[config.mk]
export PLATFORM = sky130hd
export DESIGN_NAME = elin_queue
export DESIGN_NICKNAME = d
export VERILOG_FILES = /design/src/rtl/elin_pkg.sv /design/src/rtl/elin_queue.sv
export SDC_FILE = /design/constraint.sdc
export NUM_CORES = 1
export LEC_CHECK = 0
export BUFFER_PORTS_ARGS = -buffer_cell sky130_fd_sc_hd__buf_2
export CAP_MARGIN = 20
export CORE_AREA = 2 2 97 99
export CTS_CLUSTER_DIAMETER = 120
export CTS_CLUSTER_SIZE = 8
export DETAILED_ROUTE_END_ITERATION = 12
export DIE_AREA = 0 0 99 101
export GPL_TIMING_DRIVEN = 0
export HOLD_SLACK_MARGIN = 0.08
export PLACE_DENSITY_LB_ADDON = 0.2
export REMOVE_ABC_BUFFERS = 1
export SLEW_MARGIN = 10
export SYNTH_ARGS = -nofsm -noshare
export SYNTH_HDL_FRONTEND = slang
export SYNTH_SLANG_ARGS = --single-unit
export TNS_END_PERCENT = 1
[constraint.sdc]
create_clock -name clk -period 3.7 [get_ports clk]
set_input_delay 0.37 -clock clk [delete_from_list [all_inputs] [get_ports clk]]
set_output_delay 0.37 -clock clk [all_outputs]
set_load 0.05 [all_outputs]
[src/rtl/elin_pkg.sv]
// Shared types and constants for the encoder LUT linearizer.
// No dependencies; imported by every module of the block.
`default_nettype none

package elin_pkg;

    localparam int ANGLE_W       = 16;
    localparam int TABLE_INDEX_W = 9;
    localparam int LUT_SIZE_W    = 9;
    localparam int THRESHOLD_W   = 15;
    localparam int CFG_DATA_W    = 15;
    localparam int QUEUE_DEPTH   = 2;
    localparam int QUEUE_PTR_W   = $clog2(QUEUE_DEPTH);
    localparam int QUEUE_CNT_W   = $clog2(QUEUE_DEPTH + 1);

    localparam logic [LUT_SIZE_W-1:0]  LUT_SIZE_RESET        = 9'd256;
    localparam logic [THRESHOLD_W-1:0] SPIKE_THRESHOLD_RESET = 15'd500;

    localparam logic MODE_SAMPLE = 1'b0;
    localparam logic MODE_WRITE  = 1'b1;

    typedef enum logic [0:0] {
        CFG_LUT_SIZE        = 1'b0,
        CFG_SPIKE_THRESHOLD = 1'b1
    } elin_cfg_index_t;

    typedef struct packed {
        logic                     mode;
        logic [ANGLE_W-1:0]       raw_angle;
        logic [TABLE_INDEX_W-1:0] table_index;
        logic [ANGLE_W-1:0]       table_value;
    } elin_in_t;

    typedef struct packed {
        logic [ANGLE_W-1:0] calibrated_angle;
        logic               spike_rejected;
    } elin_out_t;

    // Classified job handed from the front end to the back end
    typedef struct packed {
        logic                     is_write;
        logic                     spike;
        logic [ANGLE_W-1:0]       raw_angle;
        logic [TABLE_INDEX_W-1:0] table_index;
        logic [ANGLE_W-1:0]       table_value;
    } elin_job_t;

    typedef struct packed {
        logic full;
        logic empty;
    } elin_qstat_t;

    typedef enum logic [1:0] {
        BK_IDLE,
        BK_READ,
        BK_PROD,
        BK_SUM
    } elin_back_state_t;

endpackage

`default_nettype wire

[src/rtl/elin_queue.sv]
// Short job queue decoupling the front end from the back end.
// Depends on elin_pkg.
`default_nettype none

module elin_queue (
    input  wire                   clk,
    input  wire                   rst_n,
    input  wire                   q_push,
    input  elin_pkg::elin_job_t   q_job,
    input  wire                   q_pop,
    output elin_pkg::elin_qstat_t qstat,
    output elin_pkg::elin_job_t   head
);
    import elin_pkg::*;

    elin_job_t              entry_reg [QUEUE_DEPTH];
    logic [QUEUE_PTR_W-1:0] wr_ptr_reg, wr_ptr_next;
    logic [QUEUE_PTR_W-1:0] rd_ptr_reg, rd_ptr_next;
    logic [QUEUE_CNT_W-1:0] count_reg,  count_next;
    logic                   do_push, do_pop;

    function automatic logic [QUEUE_PTR_W-1:0] bump(input logic [QUEUE_PTR_W-1:0] p);
        begin
            bump = (p == QUEUE_PTR_W'(QUEUE_DEPTH - 1)) ? '0 : p + QUEUE_PTR_W'(1);
        end
    endfunction

    always_comb
    begin
        qstat.full  = (count_reg == QUEUE_CNT_W'(QUEUE_DEPTH));
        qstat.empty = (count_reg == '0);
        head        = entry_reg[rd_ptr_reg];
        do_push     = q_push && !qstat.full;
        do_pop      = q_pop && !qstat.empty;
        wr_ptr_next = do_push ? bump(wr_ptr_reg) : wr_ptr_reg;
        rd_ptr_next = do_pop  ? bump(rd_ptr_reg) : rd_ptr_reg;
        count_next  = count_reg;
        if (do_push && !do_pop)
            count_next = count_reg + QUEUE_CNT_W'(1);
        else if (do_pop && !do_push)
            count_next = count_reg - QUEUE_CNT_W'(1);
    end

    always_ff @(posedge clk or negedge rst_n)
    begin
        if (!rst_n)
        begin
            wr_ptr_reg <= '0;
            rd_ptr_reg <= '0;
            count_reg  <= '0;
        end
        else
        begin
            wr_ptr_reg <= wr_ptr_next;
            rd_ptr_reg <= rd_ptr_next;
            count_reg  <= count_next;
        end
    end

    always_ff @(posedge clk)
    begin
        if (do_push)
            entry_reg[wr_ptr_reg] <= q_job;
    end

endmodule

`default_nettype wire

==> run_summary.xml <==
<?xml version="1.0" encoding="UTF-8"?>
<metrics>
  <group name="power_and_ir_drop">
    <metric name="finalPower" unit="W">0.00404</metric>
    <metric name="total_leakage_power" unit="nW">1.74</metric>
    <metric name="pwr_density_cell" unit="nW/um2">936</metric>
    <metric name="ir_worst_vdd" unit="mV">0.666</metric>
  </group>
  <group name="clock_tree">
    <metric name="cts-resized-gates" unit="">0</metric>
    <metric name="register_clock_pin_slew_on_the_reported_worst_setup_and_hold_paths" unit="ns">0.10</metric>
    <metric name="cts_setup_buffers" unit="">0</metric>
    <metric name="number_of_cts_inserted_buffers" unit="">9</metric>
    <metric name="cts.sink_count" unit="">90</metric>
    <metric name="clock_tree_from_tritoncts" unit="">done</metric>
    <metric name="postCtsHoldBufs" unit="">1</metric>
    <metric name="clk_path_buf_depth" unit="">2</metric>
    <metric name="clock_latency" unit="ns">0.35</metric>
    <metric name="htreeDepth" unit="">3</metric>
    <metric name="root_buffer" unit="">sky130_fd_sc_hd__clkbuf_8</metric>
  </group>
  <group name="critical_path">
    <metric name="crit_type" unit="">register to output pin</metric>
    <metric name="cp_slowest_cell" unit="">sky130_fd_sc_hd__dfrtp_4</metric>
    <metric name="critical_path.startpoint_type" unit="">register</metric>
    <metric name="cp_slowest_stage_delay" unit="ns">0.54</metric>
    <metric name="rrSetupSlack" unit="ns">1.85</metric>
    <metric name="critical_path.reg2reg.startpoint" unit="">count_reg[0]</metric>
    <metric name="crit_buf_inv" unit="">2</metric>
    <metric name="critical_path.cell_chain" unit="">buf_16, mux2_2, buf_2</metric>
    <metric name="setup.worst_path.end_class" unit="">output pin</metric>
    <metric name="worst_r2r_endpoint" unit="">entry_reg[0][5]</metric>
    <metric name="crit_path_max_fanout" unit="">37</metric>
    <metric name="required_time_of_the_critical_path" unit="ns">3.33</metric>
    <metric name="ff_to_ff_path_depth" unit="">4</metric>
    <metric name="worst_path_dominant_cell_family" unit="">flip-flops</metric>
    <metric name="worstPathArrival" unit="ns">1.78</metric>
  </group>
  <group name="timing">
    <metric name="finalSetupViolations" unit="">0</metric>
    <metric name="final_period_minus_worst_setup_slack" unit="ns">2.15</metric>
    <metric name="fin_tns_setup" unit="ns">0</metric>
    <metric name="finClkSkew" unit="ns">0.0124</metric>
    <metric name="final-hold-violation-count" unit="">0</metric>
    <metric name="tightest_slew" unit="ns">0.652</metric>
    <metric name="timing.final.max_slew_violations" unit="">0</metric>
    <metric name="timing.fmax" unit="MHz">465</metric>
    <metric name="rsz0062_at_grt" unit="">false</metric>
    <metric name="post-route-period-util" unit="%">58.1</metric>
    <metric name="slew_limit_headroom" unit="%">56.4</metric>
  </group>
  <group name="detailed_routing">
    <metric name="antenna_left" unit="">0</metric>
    <metric name="aggregate_routed_wire_length" unit="mm">5.50</metric>
    <metric name="route.met3.wl" unit="um">356</metric>
    <metric name="dr.first_iter.drc_count" unit="">58</metric>
    <metric name="routed.top_layer" unit="">met4</metric>
    <metric name="dr_wl_met2" unit="mm">2.66</metric>
    <metric name="drc" unit="">0</metric>
    <metric name="routed_wire_length_per_instance" unit="um">14.9</metric>
    <metric name="drt-vias-per-instance" unit="">4.49</metric>
    <metric name="first_pass_iters" unit="">4</metric>
    <metric name="num_vias" unit="">1660</metric>
    <metric name="met1Wirelength" unit="mm">2.37</metric>
  </group>
  <group name="global_route">
    <metric name="grt_pass1_wl" unit="mm">8.36</metric>
    <metric name="congestion_overflow_gr" unit="">0</metric>
    <metric name="via_count_of_the_first_global_routing_pass" unit="">1649</metric>
    <metric name="grt.total_usage" unit="%">11.5</metric>
    <metric name="largest_net_degree_at_the_start_of_global_routing" unit="">38</metric>
    <metric name="antenna_found_initial" unit="">0</metric>
  </group>
  <group name="floorplanning">
    <metric name="core_area" unit="um2">8980</metric>
    <metric name="dieArea" unit="um2">10000</metric>
    <metric name="initial_core_util" unit="%">39.0</metric>
    <metric name="fp-row-count" unit="">35</metric>
    <metric name="floorplan.io_pins" unit="">92</metric>
    <metric name="die_w" unit="um">99</metric>
    <metric name="fp.dieH" unit="um">101</metric>
  </group>
  <group name="status">
    <metric name="outcome" unit="">finished, final reports clean</metric>
  </group>
  <group name="synthesis">
    <metric name="synth_compound_gate_area_share" unit="%">0.143</metric>
    <metric name="synth.area.mux_share" unit="%">18.0</metric>
    <metric name="synth_adder_area_share" unit="%">0.357</metric>
    <metric name="synth_area_leaders" unit="">sky130_fd_sc_hd__edfxtp_1, sky130_fd_sc_hd__mux2_4, sky130_fd_sc_hd__dfrtp_1, sky130_fd_sc_hd__buf_12, sky130_fd_sc_hd__mux2_2</metric>
    <metric name="synthMostInstantiatedCell" unit="">sky130_fd_sc_hd__edfxtp_1</metric>
    <metric name="largest_area_contributor_in_the_netlist" unit="">sky130_fd_sc_hd__edfxtp_1</metric>
    <metric name="synthXorXnorAreaFrac" unit="%">1.25</metric>
    <metric name="synth_top_family_by_area" unit="">multiplexers</metric>
    <metric name="most_frequent_cells_after_synthesis" unit="">sky130_fd_sc_hd__edfxtp_1, sky130_fd_sc_hd__mux2_4, sky130_fd_sc_hd__buf_12, sky130_fd_sc_hd__dfrtp_1, sky130_fd_sc_hd__mux2_2</metric>
    <metric name="post_synthesis_cell_count" unit="">153</metric>
    <metric name="synth_edf_count" unit="">86</metric>
    <metric name="syn_area" unit="um2">3500</metric>
    <metric name="synth.top_cell.area_share" unit="%">73.8</metric>
    <metric name="yosysWarningCount" unit="">0</metric>
    <metric name="synth-seq-cells" unit="">90</metric>
    <metric name="syn_area_per_cell" unit="um2">22.9</metric>
    <metric name="sequential_to_total_area_share_from_yosys_stat" unit="%">76.6</metric>
    <metric name="postSynth.asyncResetShare" unit="%">4.44</metric>
    <metric name="synthSimpleGateAreaFrac" unit="%">0.786</metric>
    <metric name="synth_flop_cell" unit="">sky130_fd_sc_hd__edfxtp_1</metric>
    <metric name="synth.lib_cells_used.distinct" unit="">15</metric>
  </group>
  <group name="hold_path">
    <metric name="hold-path-cell-count" unit="">1</metric>
    <metric name="timing.hold.worst.class" unit="">input port to register</metric>
    <metric name="min_delay_worst_endpoint" unit="">entry_reg[1][7]</metric>
    <metric name="startpoint_of_the_tightest_hold_check_path" unit="">q_job[7]</metric>
  </group>
  <group name="placed_design">
    <metric name="dpl.hpwl" unit="mm">3.44</metric>
    <metric name="placed_cells" unit="">353</metric>
    <metric name="gp_congestion" unit="">0.639</metric>
    <metric name="portBuffers" unit="">91</metric>
  </group>
  <group name="cells_and_area">
    <metric name="ratio_of_cells_with_drive_above_1_in_the_final_layout" unit="%">60.2</metric>
    <metric name="inserted_diodes" unit="">0</metric>
    <metric name="area_growth_syn_to_layout" unit="%">23.3</metric>
    <metric name="nets_finish" unit="">302</metric>
    <metric name="layout.filler_cells" unit="">784</metric>
    <metric name="final_cells" unit="">370</metric>
    <metric name="largest_reg_flops" unit="">86</metric>
  </group>
  <group name="job">
    <metric name="reported_max_cap_violation_count" unit="">0</metric>
  </group>
</metrics>
## cell families after synthesis
group | after synthesis
AO/OA/AOI/OAI | 1
XOR/XNOR | 5
adder cells (fa/ha/maj) | 1
buffers and inverters | 7
flip-flops | 90
multiplexers | 43
AND/OR/NAND/NOR | 6
## metal layers
layer | track usage [%] | vias to the layer above
met5 | 0 | -
met3 | 4.30 | 10
met1 | 13.7 | 802
met4 | 6.32 | 0
li1 | - | 794
met2 | 18.1 | 54
## cell usage in the layout (no fill, tap or decap), drive strengths merged
cell type and instances:
clkinv 1, ha 1, inv 5, clkinvlp 1
nor2 3, and3 1, buf 94, dlygate4sd3 1
xor2 2, nand2b 1, mux2 43, bufinv 2
clkbuf 9, nand2 1, o21ai 1, edfxtp 86
dfrtp 4, xnor2 3
## how the worst max path moves through the flow
stage                  endpoint    startpoint  slack, ns  depth (start not counted)
2_1_floorplan   entry_reg[0][0]  count_reg[0]       0.80                          3
3_5_place_dp   entry_reg[0][31]  count_reg[0]       1.80                          4
6_report               head[25]    rd_ptr_reg       1.55                          3
4_1_cts                head[25]    rd_ptr_reg       1.51                          3
5_1_grt                head[25]    rd_ptr_reg       1.46                          3
3_3_place_gp   entry_reg[0][26]  count_reg[0]      -0.51                          3
## area by class of cell
type                            instances  area (um2)  share of cell area, %
Sequential cell                        90        2690                   62.2
Multi-Input combinational cell         56         728                   16.9
Clock inverter                          7        98.8                   2.29
Tap cell                              111         139                   3.22
Timing Repair Buffer                   95         533                   12.3
Inverter                                2        7.51                  0.174
Clock buffer                            9         124                   2.87
## metrics by stage
stage	hold slack, ns	setup WS (ns)	area (um2)	utilization [%]
2_1_floorplan	0.0744	0.799	3410	-
3_3_place_gp	0.181	-0.506	4000	44.6
3_5_place_dp	0.184	1.80	4080	45.5
4_1_cts	0.175	1.51	4320	48.1
5_1_grt	0.164	1.46	4320	48.1
6_report	0.197	1.55	4320	48.1
## power breakdown
group	total, W	switching [W]	leakage [nW]	internal [W]
sequential	0.00149	0.0000911	0.845	0.00140
clock	0.000738	0.000352	0.111	0.000386
combinational	0.00181	0.00121	0.786	0.000601
## worst register-to-register path: stages, from the launching register on
cell and delay [ns]:
sky130_fd_sc_hd__dfrtp_1 0.43, sky130_fd_sc_hd__nand2b_1 0.16, sky130_fd_sc_hd__nand2_1 0.14, sky130_fd_sc_hd__nor2_4 0.53, sky130_fd_sc_hd__buf_12 0.28
No activity file was read; power rests on OpenSTA's default activity.
