`src/rtl/elin_pkg.sv`:
```
// Shared types and constants for the encoder LUT linearizer.
// No dependencies; imported by every module of the block.
`default_nettype none

package elin_pkg;

    localparam int ANGLE_W       = 16;
    localparam int TABLE_INDEX_W = 9;
    localparam int LUT_SIZE_W    = 9;
    localparam int THRESHOLD_W   = 15;
    localparam int CFG_DATA_W    = 15;
    localparam int QUEUE_DEPTH   = 2;
    localparam int QUEUE_PTR_W   = $clog2(QUEUE_DEPTH);
    localparam int QUEUE_CNT_W   = $clog2(QUEUE_DEPTH + 1);

    localparam logic [LUT_SIZE_W-1:0]  LUT_SIZE_RESET        = 9'd256;
    localparam logic [THRESHOLD_W-1:0] SPIKE_THRESHOLD_RESET = 15'd500;

    localparam logic MODE_SAMPLE = 1'b0;
    localparam logic MODE_WRITE  = 1'b1;

    typedef enum logic [0:0] {
        CFG_LUT_SIZE        = 1'b0,
        CFG_SPIKE_THRESHOLD = 1'b1
    } elin_cfg_index_t;

    typedef struct packed {
        logic                     mode;
        logic [ANGLE_W-1:0]       raw_angle;
        logic [TABLE_INDEX_W-1:0] table_index;
        logic [ANGLE_W-1:0]       table_value;
    } elin_in_t;

    typedef struct packed {
        logic [ANGLE_W-1:0] calibrated_angle;
        logic               spike_rejected;
    } elin_out_t;

    // Classified job handed from the front end to the back end
    typedef struct packed {
        logic                     is_write;
        logic                     spike;
        logic [ANGLE_W-1:0]       raw_angle;
        logic [TABLE_INDEX_W-1:0] table_index;
        logic [ANGLE_W-1:0]       table_value;
    } elin_job_t;

    typedef struct packed {
        logic full;
        logic empty;
    } elin_qstat_t;

    typedef enum logic [1:0] {
        BK_IDLE,
        BK_READ,
        BK_PROD,
        BK_SUM
    } elin_back_state_t;

endpackage

`default_nettype wire

```
`src/rtl/elin_front.sv`:
```
// Front end: accepts items, keeps the sample history and flags spikes.
// Depends on elin_pkg.
`default_nettype none

module elin_front (
    input  wire                               clk,
    input  wire                               rst_n,
    input  wire                               push,
    input  elin_pkg::elin_in_t                item,
    input  wire  [elin_pkg::THRESHOLD_W-1:0]  spike_threshold,
    input  elin_pkg::elin_qstat_t             qstat,
    output logic                              q_push,
    output elin_pkg::elin_job_t               q_job
);
    import elin_pkg::*;

    logic [ANGLE_W-1:0] prev_reg,      prev_next;
    logic [ANGLE_W-1:0] prev_prev_reg, prev_prev_next;
    logic               primed_reg,    primed_next;

    logic [ANGLE_W-1:0] recent, older;
    logic               far_recent, far_older;

    // Wrapped distance magnitude (up to 32768) against the threshold
    function automatic logic far_apart(input logic [ANGLE_W-1:0] x,
                                       input logic [ANGLE_W-1:0] y,
                                       input logic [THRESHOLD_W-1:0] thr);
        logic [ANGLE_W-1:0] d;
        logic [ANGLE_W:0]   mag;
        begin
            d   = x - y;
            mag = d[ANGLE_W-1] ? ((ANGLE_W+1)'(1 << ANGLE_W) - {1'b0, d}) : {1'b0, d};
            far_apart = mag > (ANGLE_W+1)'(thr);
        end
    endfunction

    always_comb
    begin
        // first sample after reset stands in for its own history
        recent     = primed_reg ? prev_reg      : item.raw_angle;
        older      = primed_reg ? prev_prev_reg : item.raw_angle;
        far_recent = far_apart(item.raw_angle, recent, spike_threshold);
        far_older  = far_apart(item.raw_angle, older,  spike_threshold);

        q_push            = push && !qstat.full;
        q_job.is_write    = (item.mode == MODE_WRITE);
        q_job.spike       = far_recent && far_older;
        q_job.raw_angle   = item.raw_angle;
        q_job.table_index = item.table_index;
        q_job.table_value = item.table_value;

        prev_next      = prev_reg;
        prev_prev_next = prev_prev_reg;
        primed_next    = primed_reg;
        if (q_push && (item.mode == MODE_SAMPLE))
        begin
            prev_prev_next = recent;
            prev_next      = item.raw_angle;
            primed_next    = 1'b1;
        end
    end

    always_ff @(posedge clk or negedge rst_n)
    begin
        if (!rst_n)
        begin
            prev_reg      <= '0;
            prev_prev_reg <= '0;
            primed_reg    <= 1'b0;
        end
        else
        begin
            prev_reg      <= prev_next;
            prev_prev_reg <= prev_prev_next;
            primed_reg    <= primed_next;
        end
    end

endmodule

`default_nettype wire

```
`config.mk`:
```
export PLATFORM = sky130hd
export DESIGN_NAME = elin_front
export DESIGN_NICKNAME = d
export VERILOG_FILES = /design/src/rtl/elin_pkg.sv /design/src/rtl/elin_front.sv
export SDC_FILE = /design/constraint.sdc
export NUM_CORES = 1
export LEC_CHECK = 0
export BUFFER_PORTS_ARGS = -buffer_cell sky130_fd_sc_hd__buf_2
export CORE_UTILIZATION = 45
export DETAILED_ROUTE_END_ITERATION = 16
export GPL_TIMING_DRIVEN = 0
export HOLD_SLACK_MARGIN = 0.02
export PLACE_DENSITY = 0.68
export SETUP_SLACK_MARGIN = 0.5
export SLEW_MARGIN = 0
export SYNTH_ARGS = -nofsm -noshare
export SYNTH_HDL_FRONTEND = slang
export SYNTH_SLANG_ARGS = --single-unit
```
`constraint.sdc`:
```
create_clock -name clk -period 5.9 [get_ports clk]
set_input_delay 0.885 -clock clk [delete_from_list [all_inputs] [get_ports clk]]
set_output_delay 0.885 -clock clk [all_outputs]
set_load 0.02 [all_outputs]
```
==> results of run 1 <==
==> per-stage QoR <==
step	cell area (sq um)	total power [uW]	hold slack, ns	TNS (ns)
after global placement	5433	1942	0.4924	-0.5392
after CTS	6022	2416	0.5148	0
after global routing	6590	2923	0.5228	-0.07056
after detailed placement	5433	2017	0.4969	-0.6690
final	6590	2708	0.5149	0
after floorplan	4867	1635	0.4810	0
==> power by group through the flow <==
stage / clock (uW) / combinational (uW) / sequential (uW)
2_1_floorplan: 0 / 1340 / 295
3_3_place_gp: 0 / 1640 / 299
3_5_place_dp: 0 / 1720 / 301
4_1_cts: 173 / 1940 / 299
5_1_grt: 182 / 2430 / 309
6_report: 172 / 2230 / 303
==> path summary, 6_finish.rpt <==
path | startpoint | endpoint | cells past startpoint
setup / recovery | item[25] | q_job[41] | 21
hold / removal | prev_reg[11] | prev_reg[11] | 1
max in group asynchronous | rst_n | primed_reg | 1
hold reg to reg | prev_reg[11] | prev_reg[11] | 1
setup reg to reg | primed_reg | prev_prev_reg[13] | 5
min in group asynchronous | rst_n | prev_prev_reg[1] | 1
==> area by class of cell <==
cell class	count	area (sq um)
multi-input combinational	487	4135
clock buffer	5	68.82
inverter	30	112.6
timing repair buffer	129	803.3
clock inverter	3	17.52
tap	136	170.2
fill	912	3780
buffer	58	455.4
sequential	33	827.0
==> cell families (layout without fill, tap and decap cells) <==
family,after synthesis,count (layout),synth area share
AO/OA/AOI/OAI,176,176,0.2310
multiplexers,22,22,0.05032
XOR/XNOR,49,49,0.08852
AND/OR/NAND/NOR,176,176,0.1889
buffers and inverters,88,225,0.1027
flip-flops,33,33,0.1703
adder cells (fa/ha/maj),64,64,0.1683
==> placed cells by master, fill, tap and decap left out, types with 4 or more instances in the layout <==
cell      netlist  layout
inv_1          30      29
o21ai_1         1       4
mux2_2         19      17
nor2b_4         0       5
o21ai_0        15       9
nor3_1         13       9
nand2b_1        5       4
clkbuf_8        0       6
xnor2_1        32      26
a31oi_1         7       4
clkbuf_1       11       4
dfrtp_1        33      32
nand4_1         8       8
ha_2            0       5
ha_1           62      51
nor2b_1        26      14
nand2_1        24      22
a21oi_1        82      59
xnor2_2         0       6
buf_4          42      92
buf_6           1       8
nor2_1         52      48
nand3_1        15      12
buf_2           2      76
a211oi_1        7       7
o211ai_1        8       8
and2_1          4       4
or3_1           7       4
xor2_2          0       4
ha_4            0       6
a21oi_2         0      20
a21o_1         10       9
nor2b_2         0       7
o21a_1          9       9
o21ai_2         1       4
xor2_1         17      13
o21bai_1        4       4
==> critical path, cell delays in order <==
cell       delay (ns)
buf_6            0.11
inv_1            0.11
ha_4             0.16
inv_2            0.04
fa_2             0.42
a21o_1           0.18
a21oi_2          0.18
xor2_2           0.26
o2111ai_2        0.16
or2_4            0.30
nor4_4           0.34
a21oi_4          0.09
xor2_1           0.18
ha_1             0.31
a21o_1           0.17
a21oi_2          0.13
nor2b_2          0.06
o41ai_2          0.35
a21oi_1          0.14
a2bb2oi_2        0.16
buf_6            0.14
==> Yosys cell counts (3+ instances only) <==
library cell  instances  area share
a211oi_1              7       0.011
a21o_1               10       0.015
a21oi_1              82       0.085
a31oi_1               7      0.0090
and2_1                4      0.0052
and3_1                3      0.0039
buf_4                42       0.065
clkbuf_1             11      0.0085
dfrtp_1              33        0.17
ha_1                 62        0.16
inv_1                30       0.023
mux2_2               19       0.044
mux2i_1               3      0.0062
nand2_1              24       0.019
nand2b_1              5      0.0065
nand3_1              15       0.015
nand4_1               8       0.010
nor2_1               52       0.040
nor2b_1              26       0.034
nor3_1               13       0.013
o211a_1               3      0.0062
o211ai_1              8       0.012
o21a_1                9       0.014
o21ai_0              15       0.015
o21bai_1              4      0.0062
or2_2                 3      0.0039
or3_1                 7      0.0090
xnor2_1              32       0.058
xor2_1               17       0.031
==> per-layer routing <==
layer	GRT usage	routed length, um	vias to the layer above
met2	0.4295	6999	184
met5	0	0	-
met3	0.02103	698	26
met1	0.2937	6074	2363
met4	0.06647	463	0
li1	-	-	2439
==> what timing repair did <==
action | CTS | global route
endpoints found under the setup margin | 1 | 1
pin swaps | 30 | 55
buffers inserted | 23 | 25
resized for setup | 82 | 85
cloned | 0 | 2
==> flow_summary.toml, run 1 <==
[timing]
rsz0062_at_grt = "true"
timing.slew.headroom = 0.4732
slew_viol_final = 0
finalCriticalPeriod_ns = 5.778
setup_violations = 0
worstMarginPinSlew_ns = 0.7703
hold_viol = 0
finalCritPeriodShare = 0.9793
max_freq_mhz = 173.1
setup_slack_ns = 0.1221
clock_skew_ns = 0.006324

[final_layout]
layout.cells.non_filler = 881
final_nets = 870
drive_gt1_frac = 0.4282
n_antenna_cell = 0
area_growth_pct = 35.92
postLayoutCoreUtil = 0.6355

[drt]
drc = 0
drt-total-wl_mm = 14.24
vias = 5012
drtPass1Iterations = 5
drt_iter0_markers = 400
antenna_left = 0
wl_per_cell_um = 16.16
via_per_inst = 5.689

[grt]
grt.total_usage = 0.2357
grt_max_degree = 34
grt_pass1_vias = 4733
grt_pass1_wl_mm = 21.48
grt_antenna_before_repair = 0
grt-ovfl-total = 0

[power_and_ir_drop]
sequentialPowerShare = 0.112
switchingPower_uw = 1319
p_int_uw = 1390
irDropWorstVdd_mv = 0.3053
p_clk_frac = 0.063
swShare = 0.4869
power.leakage_uw = 0.002984
p_per_area_nw_per_um2 = 411.0
comb_power_share = 0.824

[clock_network]
cts_buffers = 5
clock-root-buffer = "clkbuf_8"
clkLatencyLatePin_ns = 0.29
clock_sinks = 33
h-tree-depth = 2
clk_path_buf_depth = 2
path_clk_slew_ns = 0.08
cts_hold_buf = 0
cts_tree = "built"

[outcome]
status = "finished, final reports clean"

[synth]
synthArstFlopShare = 1.000
seq_area_frac_synth = 0.1703
syn_inst = 608
synth-seq-cells = 33
synth_warnings = 0
synth_edf_count = 0
avgSynthCellArea_sq_um = 7.974
synthesis.nets = 734
ys_types = 69
syn_area_sq_um = 4848
synth_ff_type = "dfrtp_1"

[floorplan]
rows = 37
die_w_um = 105.8
die_area_sq_um = 11190
core_area_sq_um = 10370
initial_utilization = 0.4675
pin_count = 106
die_h_um = 105.8

[critical_path]
crit_path_start_kind = "primary input"
critPathArrivalTime_ns = 4.89
path_class = "in2out"
worst-r2r-setup-slack_ns = 4.55
worst_ep_required_time_ns = 5.02
endpoint_kind = "primary output"
worstPathMaxFanout = 4

[place]
globalplace.congestion = 0.8473
dp_cells = 823
dp_hpwl_mm = 10.30
port_buffers = 79
pre_cts_slack_ns = -0.6690

[run]
cap_violations = 0

[worst_hold_path]
hp-class = "reg2reg"
(Power assumes the default switching activity.)
==> run 2: changes to the inputs <==
==> constraint.sdc (replaced) <==
create_clock -name clk -period 5.4 [get_ports clk]
set_input_delay 0.81 -clock clk [delete_from_list [all_inputs] [get_ports clk]]
set_output_delay 0.81 -clock clk [all_outputs]
set_load 0.02 [all_outputs]
==> flow_summary.toml, run 2 (synthesized netlist as in run 1, its figures left out) <==
[timing]
finalCriticalPeriod_ns = 5.660
finalCritPeriodShare = 1.048
max_freq_mhz = 176.7
rsz0062_at_grt = "true"
setup_slack_ns = -0.2601
timing.slew.headroom = 0.5064
clock_skew_ns = 0.005831
hold_viol = 0
setup_violations = 1
setup_tns_ns = -0.2601
worstMarginPinSlew_ns = 0.7404
slew_viol_final = 0

[drt]
drc = 0
vias = 4838
via_per_inst = 5.606
drt_iter0_markers = 188
antenna_left = 0
drt-total-wl_mm = 13.56
wl_per_cell_um = 15.71
drtPass1Iterations = 5

[critical_path]
crit_path_start_kind = "register"
critPathArrivalTime_ns = 4.85
worstPathMaxFanout = 7
worst_ep_required_time_ns = 4.59
endpoint_kind = "primary output"
path_class = "reg2out"

[floorplan]
pin_count = 106
rows = 37
die_h_um = 105.8
core_area_sq_um = 10370
initial_utilization = 0.4675
die_w_um = 105.8
die_area_sq_um = 11190

[final_layout]
multiInputGateArea_sq_um = 3994
drive_gt1_frac = 0.3824
postLayoutCoreUtil = 0.6092
layout_commonest_cell = "buf_2"
fillCellCount = 940
layout.cells.non_filler = 863
layout_common_cells = "buf_2, buf_4, a21oi_1"
area_growth_pct = 30.30
n_antenna_cell = 0
final_nets = 853
layout.area.seq_sq_um = 827.0

[grt]
grt_pass1_wl_mm = 20.97
grt_antenna_before_repair = 0
grt-ovfl-total = 0
grt_max_degree = 34
grt.total_usage = 0.2323
grt_pass1_vias = 4524

[place]
port_buffers = 79
dp_cells = 823
globalplace.congestion = 0.8777
dp_hpwl_mm = 10.27

[clock_network]
clk_path_buf_depth = 2
cts_hold_buf = 0
cts_tree = "built"
clock-root-buffer = "clkbuf_8"
clock_sinks = 33
path_clk_slew_ns = 0.07
cts_buffers = 5
clkLatencyLatePin_ns = 0.29
h-tree-depth = 2

[outcome]
violations = "setup timing"
status = "finished with violations"

[power_and_ir_drop]
p_per_area_nw_per_um2 = 446.7
power_uw = 2822
power.leakage_uw = 0.002849
irDropWorstVdd_mv = 0.2759

[run]
cap_violations = 0

[worst_hold_path]
hp-class = "reg2reg"
-- run 2: final timing paths --
| check | from | end | slack (ns) | cells after the start |
|---|---|---|---|---|
| worst min-delay path | prev_reg[13] | prev_reg[13] | 0.52 | 1 |
| max in group asynchronous | rst_n | primed_reg | 4.30 | 1 |
| worst max register to register | primed_reg | prev_prev_reg[10] | 3.93 | 6 |
| worst max-delay path | primed_reg | q_job[41] | -0.26 | 24 |
| min in group asynchronous | rst_n | prev_reg[1] | 0.58 | 1 |
| worst min register to register | prev_reg[13] | prev_reg[13] | 0.52 | 1 |
-- run 2: per-layer routing --
layer,up-vias,wire length (um),GRT usage
li1,2394,-,-
met1,2270,5991,0.2899
met2,154,6629,0.4164
met3,20,558,0.01793
met4,0,376,0.08333
met5,-,0,0
-- run 2: worst max-delay path, stage by stage (launching register included) --
cell and delay [ns]:
dfrtp_2 0.44, buf_6 0.15, buf_6 0.12, clkbuf_16 0.15, a21oi_4 0.16, ha_4 0.22
buf_6 0.11, buf_4 0.15, a21oi_1 0.15, o211ai_1 0.19, buf_4 0.19, o211a_1 0.19
or3_4 0.43, a21oi_1 0.17, a21oi_2 0.08, xor2_1 0.15, ha_1 0.32, nand4_1 0.17
nor2_2 0.21, o21ai_2 0.08, a21oi_2 0.13, o41ai_2 0.09, a21oi_1 0.19, a2bb2oi_2 0.17
buf_6 0.13
-- run 2: final cells by class --
cell class | count | area share
multi-input combinational | 487 | 0.6322
sequential | 33 | 0.1309
timing repair buffer | 112 | 0.1058
buffer | 58 | 0.07269
tap | 136 | 0.02694
inverter | 30 | 0.01783
clock buffer | 7 | 0.01367
-- run 2: where the power goes --
part	internal (uW)	leakage, uW	total (uW)	switching, uW
logic	1060	0.00243	2300	1240
registers	298	0.000375	331	33.0
clock network	101	0.0000443	186	85.4
-- run 2: per-stage QoR --
stage / instance area, sq um / hold WS [ns] / worst slack [ns]
2_1_floorplan: 4896 / 0.4810 / 0.2379
3_3_place_gp: 5461 / 0.4914 / -0.6122
3_5_place_dp: 5461 / 0.4953 / -0.7808
4_1_cts: 6040 / 0.5096 / -0.2432
5_1_grt: 6317 / 0.5223 / -0.4742
6_report: 6317 / 0.5165 / -0.2601
-- run 2: what timing repair did --
action / CTS / global route
resized for setup: 72 / 40
setup endpoints to repair: 1 / 1
pin swaps: 30 / 26
setup buffers: 19 / 12
gates cloned: 1 / 1
